## src/rtl/utbd_pkg.sv

```systemverilog
// shared types, constants and helpers for the unsigned to base digit string block
// no dependencies
package utbd_pkg;

  localparam int VALUE_WIDTH_DEF = 64;
  localparam int MAX_DIGITS_DEF  = 64;

  // dividend bits retired per divider cycle
  localparam int STEP_BITS = 8;

  localparam int RADIX_W = 6;
  localparam int CHAR_W  = 7;
  localparam int COUNT_W = 7;

  localparam int RADIX_MIN   = 2;
  localparam int RADIX_MAX   = 36;
  localparam int RADIX_RESET = 10;

  localparam int DECIMAL_LIMIT = 10;
  localparam int CHAR_ZERO     = 48;
  localparam int CHAR_A        = 65;

  // controller to datapath
  typedef struct packed {
    logic load;
    logic div_step;
    logic store;
    logic emit_load;
  } utbd_cmd_t;

  // datapath to controller
  typedef struct packed {
    logic step_last;
    logic more;
    logic out_free;
    logic rd_zero;
  } utbd_sts_t;

  function automatic logic [CHAR_W-1:0] digit_to_ascii(input logic [RADIX_W-1:0] d);
    if (d < RADIX_W'(DECIMAL_LIMIT)) begin
      return CHAR_W'(CHAR_ZERO) + CHAR_W'(d);
    end else begin
      return CHAR_W'(CHAR_A - DECIMAL_LIMIT) + CHAR_W'(d);
    end
  endfunction

endpackage

```

## src/rtl/utbd_ram.sv

```systemverilog
// generic single write port ram with one registered read port
// no dependencies
module utbd_ram #(
  parameter int WIDTH = 6,
  parameter int DEPTH = 64
) (
  input  logic                     clk,
  input  logic                     we,
  input  logic [$clog2(DEPTH)-1:0] waddr,
  input  logic [WIDTH-1:0]         wdata,
  input  logic [$clog2(DEPTH)-1:0] raddr,
  output logic [WIDTH-1:0]         rdata_r
);

  logic [WIDTH-1:0] mem [DEPTH];

  always_ff @(posedge clk) begin
    if (we) begin
      mem[waddr] <= wdata;
    end
    rdata_r <= mem[raddr];
  end

endmodule

```

## src/rtl/utbd_ctrl.sv

```systemverilog
// sequencing fsm: divide, store digit, then read back and emit digits
// depends on utbd_pkg
module utbd_ctrl (
  input  logic                clk,
  input  logic                rst_n,
  input  logic                in_valid,
  output logic                in_ready,
  input  utbd_pkg::utbd_sts_t sts,
  output utbd_pkg::utbd_cmd_t cmd
);

  typedef enum logic [2:0] {
    S_IDLE,
    S_DIV,
    S_STORE,
    S_EMIT_RD,
    S_EMIT_LD
  } state_t;

  state_t state_r, state_nxt;

  always_comb begin
    state_nxt = state_r;
    cmd       = '0;
    in_ready  = 1'b0;
    case (state_r)
      S_IDLE: begin
        in_ready = 1'b1;
        if (in_valid) begin
          cmd.load  = 1'b1;
          state_nxt = S_DIV;
        end
      end
      S_DIV: begin
        cmd.div_step = 1'b1;
        if (sts.step_last) begin
          state_nxt = S_STORE;
        end
      end
      S_STORE: begin
        cmd.store = 1'b1;
        state_nxt = sts.more ? S_DIV : S_EMIT_RD;
      end
      S_EMIT_RD: begin
        state_nxt = S_EMIT_LD;
      end
      S_EMIT_LD: begin
        if (sts.out_free) begin
          cmd.emit_load = 1'b1;
          state_nxt     = sts.rd_zero ? S_IDLE : S_EMIT_RD;
        end
      end
      default: begin
        state_nxt = S_IDLE;
      end
    endcase
  end

  always_ff @(posedge clk) begin
    if (!rst_n) begin
      state_r <= S_IDLE;
    end else begin
      state_r <= state_nxt;
    end
  end

endmodule

```

## src/rtl/utbd_dp.sv

```systemverilog
// datapath: radix register, radix divider, digit store and output register
// depends on utbd_pkg and utbd_ram
module utbd_dp #(
  parameter int VALUE_WIDTH = utbd_pkg::VALUE_WIDTH_DEF,
  parameter int MAX_DIGITS  = utbd_pkg::MAX_DIGITS_DEF
) (
  input  logic                          clk,
  input  logic                          rst_n,
  input  logic                          cfg_we,
  input  logic [utbd_pkg::RADIX_W-1:0]  cfg_data,
  input  logic [VALUE_WIDTH-1:0]        in_value,
  input  utbd_pkg::utbd_cmd_t           cmd,
  output utbd_pkg::utbd_sts_t           sts,
  input  logic                          out_ready,
  output logic                          out_valid,
  output logic [utbd_pkg::CHAR_W-1:0]   out_digit_char,
  output logic                          out_last,
  output logic [utbd_pkg::COUNT_W-1:0]  out_digit_count
);

  localparam int RW    = utbd_pkg::RADIX_W;
  localparam int SB    = utbd_pkg::STEP_BITS;
  localparam int STEPS = (VALUE_WIDTH + SB - 1) / SB;
  localparam int PAD_W = STEPS * SB;
  localparam int SW    = (STEPS > 1) ? $clog2(STEPS) : 1;
  localparam int AW    = $clog2(MAX_DIGITS);
  localparam int CW    = $clog2(MAX_DIGITS + 1);

  logic [RW-1:0]    radix_r, radix_nxt;
  logic [PAD_W-1:0] work_r, work_nxt;
  logic [RW-1:0]    rem_r, rem_nxt;
  logic [SW-1:0]    step_r, step_nxt;
  logic [CW-1:0]    cnt_r, cnt_nxt;
  logic [CW-1:0]    cnt_inc;
  logic [AW-1:0]    rd_idx_r, rd_idx_nxt;
  logic             out_valid_r, out_valid_nxt;
  logic [utbd_pkg::CHAR_W-1:0]  out_char_r;
  logic                         out_last_r;
  logic [utbd_pkg::COUNT_W-1:0] out_count_r;

  logic [RW-1:0] step_rem;
  logic [SB-1:0] step_q;
  logic [RW-1:0] ram_rdata;

  // saturate a radix write into the legal range
  always_comb begin
    radix_nxt = radix_r;
    if (cfg_we) begin
      if (cfg_data < RW'(utbd_pkg::RADIX_MIN)) begin
        radix_nxt = RW'(utbd_pkg::RADIX_MIN);
      end else if (cfg_data > RW'(utbd_pkg::RADIX_MAX)) begin
        radix_nxt = RW'(utbd_pkg::RADIX_MAX);
      end else begin
        radix_nxt = cfg_data;
      end
    end
  end

  // restoring long division, one dividend byte per cycle
  always_comb begin
    logic [RW:0] r;
    logic [RW-1:0] rv;
    rv     = rem_r;
    step_q = '0;
    for (int i = 0; i < SB; i++) begin
      r = {rv, work_r[PAD_W-1-i]};
      if (r >= {1'b0, radix_r}) begin
        r              = r - {1'b0, radix_r};
        step_q[SB-1-i] = 1'b1;
      end
      rv = r[RW-1:0];
    end
    step_rem = rv;
  end

  assign cnt_inc = cnt_r + CW'(1);

  always_comb begin
    work_nxt   = work_r;
    rem_nxt    = rem_r;
    step_nxt   = step_r;
    cnt_nxt    = cnt_r;
    rd_idx_nxt = rd_idx_r;
    if (cmd.load) begin
      work_nxt = PAD_W'(in_value);
      rem_nxt  = '0;
      step_nxt = '0;
      cnt_nxt  = '0;
    end
    if (cmd.div_step) begin
      work_nxt = (work_r << SB) | PAD_W'(step_q);
      rem_nxt  = step_rem;
      step_nxt = step_r + SW'(1);
    end
    if (cmd.store) begin
      rem_nxt    = '0;
      step_nxt   = '0;
      cnt_nxt    = cnt_inc;
      rd_idx_nxt = cnt_r[AW-1:0];
    end
    if (cmd.emit_load) begin
      rd_idx_nxt = rd_idx_r - AW'(1);
    end
  end

  always_comb begin
    out_valid_nxt = out_valid_r;
    if (cmd.emit_load) begin
      out_valid_nxt = 1'b1;
    end else if (out_ready) begin
      out_valid_nxt = 1'b0;
    end
  end

  always_ff @(posedge clk) begin
    if (!rst_n) begin
      radix_r     <= RW'(utbd_pkg::RADIX_RESET);
      out_valid_r <= 1'b0;
      step_r      <= '0;
      cnt_r       <= '0;
      work_r      <= '0;
    end else begin
      radix_r     <= radix_nxt;
      out_valid_r <= out_valid_nxt;
      step_r      <= step_nxt;
      cnt_r       <= cnt_nxt;
      work_r      <= work_nxt;
    end
  end

  always_ff @(posedge clk) begin
    rem_r    <= rem_nxt;
    rd_idx_r <= rd_idx_nxt;
    if (cmd.emit_load) begin
      out_char_r  <= utbd_pkg::digit_to_ascii(ram_rdata);
      out_last_r  <= (rd_idx_r == '0);
      out_count_r <= utbd_pkg::COUNT_W'(cnt_r);
    end
  end

  utbd_ram #(
    .WIDTH (RW),
    .DEPTH (MAX_DIGITS)
  ) u_store (
    .clk     (clk),
    .we      (cmd.store),
    .waddr   (cnt_r[AW-1:0]),
    .wdata   (rem_r),
    .raddr   (rd_idx_r),
    .rdata_r (ram_rdata)
  );

  assign sts.step_last = (step_r == SW'(STEPS - 1));
  assign sts.more      = (work_r != '0) && (cnt_inc < CW'(MAX_DIGITS));
  assign sts.out_free  = !out_valid_r || out_ready;
  assign sts.rd_zero   = (rd_idx_r == '0);

  assign out_valid       = out_valid_r;
  assign out_digit_char  = out_char_r;
  assign out_last        = out_last_r;
  assign out_digit_count = out_count_r;

endmodule

```

## src/rtl/unsigned_to_base_digit_string_top.sv

```systemverilog
// top level of the unsigned to base digit string converter
// depends on utbd_pkg, utbd_ctrl, utbd_dp (and utbd_ram below it)
//
// usage:
//   cfg channel: cfg_valid/cfg_ready carry a 6-bit radix write, saturated into 2..36,
//     reset value 10. cfg_ready is always high; write only while the block is idle.
//   in channel: one request per value (in_valid/in_ready/in_value). in_ready is high
//     whenever no conversion is in flight, including while the final digit still
//     sits in the output register waiting to be taken.
//   out channel: one request per digit, most significant first, ascii '0'-'9' or
//     'A'-'Z', out_last on the final digit, out_digit_count on every digit.
// sequence per digit: the divider walks every dividend byte, then a store step writes
//   the remainder as the digit; the divider retires eight dividend bits per cycle
//   through a chain of narrow compare/subtracts.
//   read-back runs a store read step and an output load step per digit; the output
//   load step waits while the output register still holds an untaken digit.
// stall: a low out_ready holds the current digit and freezes read-back; nothing
//   is lost or repeated.
// reset: synchronous, active low; drops all requests and sets the radix to 10.
module unsigned_to_base_digit_string_top #(
  parameter int VALUE_WIDTH = utbd_pkg::VALUE_WIDTH_DEF,
  parameter int MAX_DIGITS  = utbd_pkg::MAX_DIGITS_DEF
) (
  input  logic                          clk,
  input  logic                          rst_n,
  input  logic                          cfg_valid,
  output logic                          cfg_ready,
  input  logic [utbd_pkg::RADIX_W-1:0]  cfg_data,
  input  logic                          in_valid,
  output logic                          in_ready,
  input  logic [VALUE_WIDTH-1:0]        in_value,
  output logic                          out_valid,
  input  logic                          out_ready,
  output logic [utbd_pkg::CHAR_W-1:0]   out_digit_char,
  output logic                          out_last,
  output logic [utbd_pkg::COUNT_W-1:0]  out_digit_count
);

  utbd_pkg::utbd_cmd_t cmd;
  utbd_pkg::utbd_sts_t sts;

  // radix register is always writable
  assign cfg_ready = 1'b1;

  // sequencing only; all data storage sits in the datapath
  utbd_ctrl u_ctrl (
    .clk      (clk),
    .rst_n    (rst_n),
    .in_valid (in_valid),
    .in_ready (in_ready),
    .sts      (sts),
    .cmd      (cmd)
  );

  // divider, digit store, read-back and output register
  utbd_dp #(
    .VALUE_WIDTH (VALUE_WIDTH),
    .MAX_DIGITS  (MAX_DIGITS)
  ) u_dp (
    .clk             (clk),
    .rst_n           (rst_n),
    .cfg_we          (cfg_valid && cfg_ready),
    .cfg_data        (cfg_data),
    .in_value        (in_value),
    .cmd             (cmd),
    .sts             (sts),
    .out_ready       (out_ready),
    .out_valid       (out_valid),
    .out_digit_char  (out_digit_char),
    .out_last        (out_last),
    .out_digit_count (out_digit_count)
  );

endmodule

```

## config.mk

```make
export PLATFORM = sky130hd
export DESIGN_NAME = unsigned_to_base_digit_string_top
export DESIGN_NICKNAME = d
export VERILOG_FILES = /design/src/rtl/utbd_pkg.sv /design/src/rtl/utbd_ram.sv /design/src/rtl/utbd_ctrl.sv /design/src/rtl/utbd_dp.sv /design/src/rtl/unsigned_to_base_digit_string_top.sv
export SDC_FILE = /design/constraint.sdc
export NUM_CORES = 1
export LEC_CHECK = 0
export ABC_AREA = 1
export BUFFER_PORTS_ARGS = -buffer_cell sky130_fd_sc_hd__clkbuf_2
export CAP_MARGIN = 40
export CORE_ASPECT_RATIO = 0.8
export CORE_MARGIN = 3
export CORE_UTILIZATION = 45
export CTS_CLUSTER_SIZE = 25
export DETAILED_ROUTE_END_ITERATION = 8
export PLACE_DENSITY = 0.68
export RECOVER_POWER = 25
export SLEW_MARGIN = 25
export SYNTH_ARGS = -nofsm -noshare
export SYNTH_HDL_FRONTEND = slang
export SYNTH_SLANG_ARGS = --single-unit
```

## constraint.sdc

```tcl
create_clock -name clk -period 15.96 [get_ports clk]
set_input_delay 3.192 -clock clk [delete_from_list [all_inputs] [get_ports clk]]
set_output_delay 3.192 -clock clk [all_outputs]
set_load 0.02 [all_outputs]
```

==> results.tsv <==
stage	metric	value	unit
outcome	outcome	finished, final reports clean	
worst_setup_path	r2r_setup_slack	1.74	ns
floorplanning	row_count	72	
detailed_routing	wl_per_cell	20.23	µm
global_routing	grt_util_all_layers	21.90	%
global_routing	grtUsageMet1	32.07	%
global_routing	top_usage_layer	met2	
finish	antenna_cells	0	
synthesis	synth_edf_count	405	
global_routing	grt_pass1_wl	90890	µm
placed_design	gp_congestion	0.9156	
detailed_routing	wl	58900	µm
sta	rsz0062_at_grt	false	
synthesis	synth_nets	2287	
clocking	postCtsHoldBufs	0	
floorplanning	die_x	257.2	µm
global_routing	antenna_found_initial	0	
floorplanning	initial_core_util	46.28	%
job	maxCapViolCount	0	
worst_setup_path	cpPeakStageDelay	0.71	ns
global_routing	overflow	0	
global_routing	grt_util_met2	32.87	%
finish	regArea	0.01408	mm²
sta	finClkSkew	0.02649	ns
sta	worstMarginPinSlew	0.8592	ns
sta	report.final.slew_viol_count	0	
global_routing	grt_pass1_vias	15853	
worst_setup_path	required	16.44	ns
detailed_routing	avgViaCountPerCell	5.765	
synthesis	syn_avg_cell_area	10.58	µm²
clocking	cts.repair.resized	0	
worst_setup_path	rr_worst_depth	83	
sta	fmax	70.34	MHz
floorplanning	fp.dieH	207.0	µm
sta	setup_viol	0	
clocking	cts-buffers-inserted	48	
detailed_routing	dr.pass1.iters	6	
synthesis	ys_ff_latch	501	
global_routing	met3_usage	4.891	%
placed_design	hpwl	38700	µm
finish	final_common_cell	edfxtp_1	
worst_setup_path	cpMostUsedCell	nand2_1	
global_routing	grt_max_degree	68	
clocking	cts.sinks	501	
sta	finalCritPeriodShare	89.07	%
finish	multi_input_area	0.007809	mm²
finish	synthToLayoutAreaGrowth	11.70	%
clocking	clk_latency	0.60	ns
clocking	post_cts_buffers	0	
synthesis	ys_types	52	
sta	setup_tns	0	ns
clocking	clk_path_buf_depth	3	
finish	fill_cells	4250	
clocking	clk_pin_slew	0.06	ns
floorplanning	core-area	0.04910	mm²
synthesis	syn_inst	2148	
finish	fin_nets	2348	
worst_setup_path	worstPathMaxFanout	51	
detailed_routing	drc	0	
sta	min_period	14.22	ns
worst_setup_path	cp-end-kind	flop	
detailed_routing	ant_nets	0	
worst_setup_path	crit_type	reg -> reg	
sta	max_slew_margin	42.65	%
synthesis	async_reset_ff_share	0	%
synthesis	yosysSeqAreaShare	61.98	%
clocking	cts_root_buf	clkbuf_16	
detailed_routing	drt_iter0_drc	1671	
synthesis	netlist_area	0.02272	mm²
hold_path	whs_path_depth	2	
sta	hold_viol	0	
worst_setup_path	worst_setup_path_start_kind	flop	
synthesis	ys.flop_type	edfxtp_1	
worst_setup_path	slowest_stage	dfxtp_1	
clocking	htreeDepth	2	
finish	final_cell_mix	edfxtp_1, nor2_1, nand2_1	
floorplanning	dieArea	0.05325	mm²
placed_design	io_buffers	91	
sta	layout_setup_ws	1.744	ns
floorplanning	num_io_pins	93	
placed_design	pre_cts_ws	2.156	ns
hold_path	min_path_type	reg -> reg	
synthesis	yosysWarnings	0	
worst_setup_path	arrival	14.70	ns
detailed_routing	route.vias.total	16788	
clocking	cts_tree	done	
finish	drive_gt1_share	9.884	%
-- kinds of logic (layout without fill, tap and decap cells) --
| family | after synthesis | after routing | share of synthesized area [%] |
|---|---|---|---|
| compound gates | 492 | 492 | 13.22 |
| xor+xnor | 37 | 37 | 1.426 |
| fa+ha+maj | 64 | 64 | 3.788 |
| buf+inv | 223 | 321 | 3.711 |
| flops | 501 | 501 | 61.98 |
| other cells | 1 | 1 | 0.01650 |
| simple gates | 830 | 830 | 15.86 |
-- synth_stat cells, types with 2 or more instances --
cell      count  share of area [%]
nor2_1      392                6.5
nor3_1        6               0.13
or2_2         2              0.055
inv_2         2              0.033
fa_1          8               0.70
nand2_4       6               0.30
nand2_2       3              0.083
o21ai_0     229                5.0
o21a_1        5               0.17
edfxtp_1    405                 54
nor4_1       17               0.47
xor2_1       26                1.0
o221ai_1     83                3.2
o211ai_1     21               0.69
a21o_1        2              0.066
a31oi_1      17               0.47
nand2_1     259                4.3
inv_1       110                1.8
buf_1         5              0.083
o22ai_1      67                1.8
xnor2_1      11               0.42
ha_1         56                3.1
dfxtp_1      96                8.5
nand4_1      46                1.3
nand3_1      80                1.8
buf_2         2              0.044
nand3_4       7               0.54
nor2_2        5               0.14
nand3b_1      2              0.066
a221oi_1      2              0.077
a21oi_1      54                1.2
clkbuf_1    102                1.7
-- final cells by class --
class | count | area share, %
tap | 666 | 3.283
inverter | 113 | 1.681
timing repair buffer | 121 | 3.017
clock buffer | 66 | 5.122
sequential | 501 | 55.49
clock inverter | 21 | 0.6359
multi-input combinational | 1424 | 30.77
-- critical path: cells and delay by family (launching register included) --
| family | cells | cell delay (ns) |
|---|---|---|
| AOI/OAI and AO/OA | 26 | 4.70 |
| adders and majority gates | 8 | 2.69 |
| buffers and inverters | 11 | 1.28 |
| DFF | 1 | 0.71 |
| and+or+nand+nor | 38 | 4.66 |
-- per-layer routing --
layer | wire length, µm | up-vias | share of wire, %
met5 | 0 | - | 0
met3 | 5425 | 100 | 9.2
met1 | 26630 | 8040 | 45
met4 | 1326 | 0 | 2.3
met2 | 25520 | 742 | 43
li1 | - | 7906 | -
-- per-stage QoR --
step | hold WS [ns] | area [µm²] | util [%] | std cells
floorplan | 0.4064 | 22720 | - | 2148
global placement | 0.4495 | 23790 | 48.46 | 2819
detailed placement | 0.4612 | 23910 | 48.70 | 2824
CTS | 0.4743 | 25370 | 51.68 | 2911
global route | 0.4951 | 25380 | 51.69 | 2912
finish | 0.4712 | 25380 | 51.69 | 2912
-- flip-flops by register name, indices dropped and copies added, names as in the netlist --
signal                cells
u_dp.cnt_r                7
u_dp.u_store.mem        384
u_dp.radix_r              6
u_dp.step_r               3
u_dp.rd_idx_r             6
u_dp.out_digit_count      7
u_dp.work_r              64
u_ctrl.state_r            3
u_dp.out_digit_char       7
u_dp.u_store.rdata_r      6
u_dp.out_last             1
u_dp.out_valid            1
u_dp.rem_r                6
-- worst paths after layout --
| kind | end | startpoint |
|---|---|---|
| worst min register to register | u_dp.radix_r[4] | u_dp.radix_r[4] |
| worst max register to register | u_dp.rem_r[2] | u_dp.rem_r[0] |
| worst min-delay path | u_dp.radix_r[4] | u_dp.radix_r[4] |
| worst max-delay path | u_dp.rem_r[2] | u_dp.rem_r[0] |
Power is not shown: default switching activity piles up to over one toggle a cycle in this logic, so the estimate is an artifact.
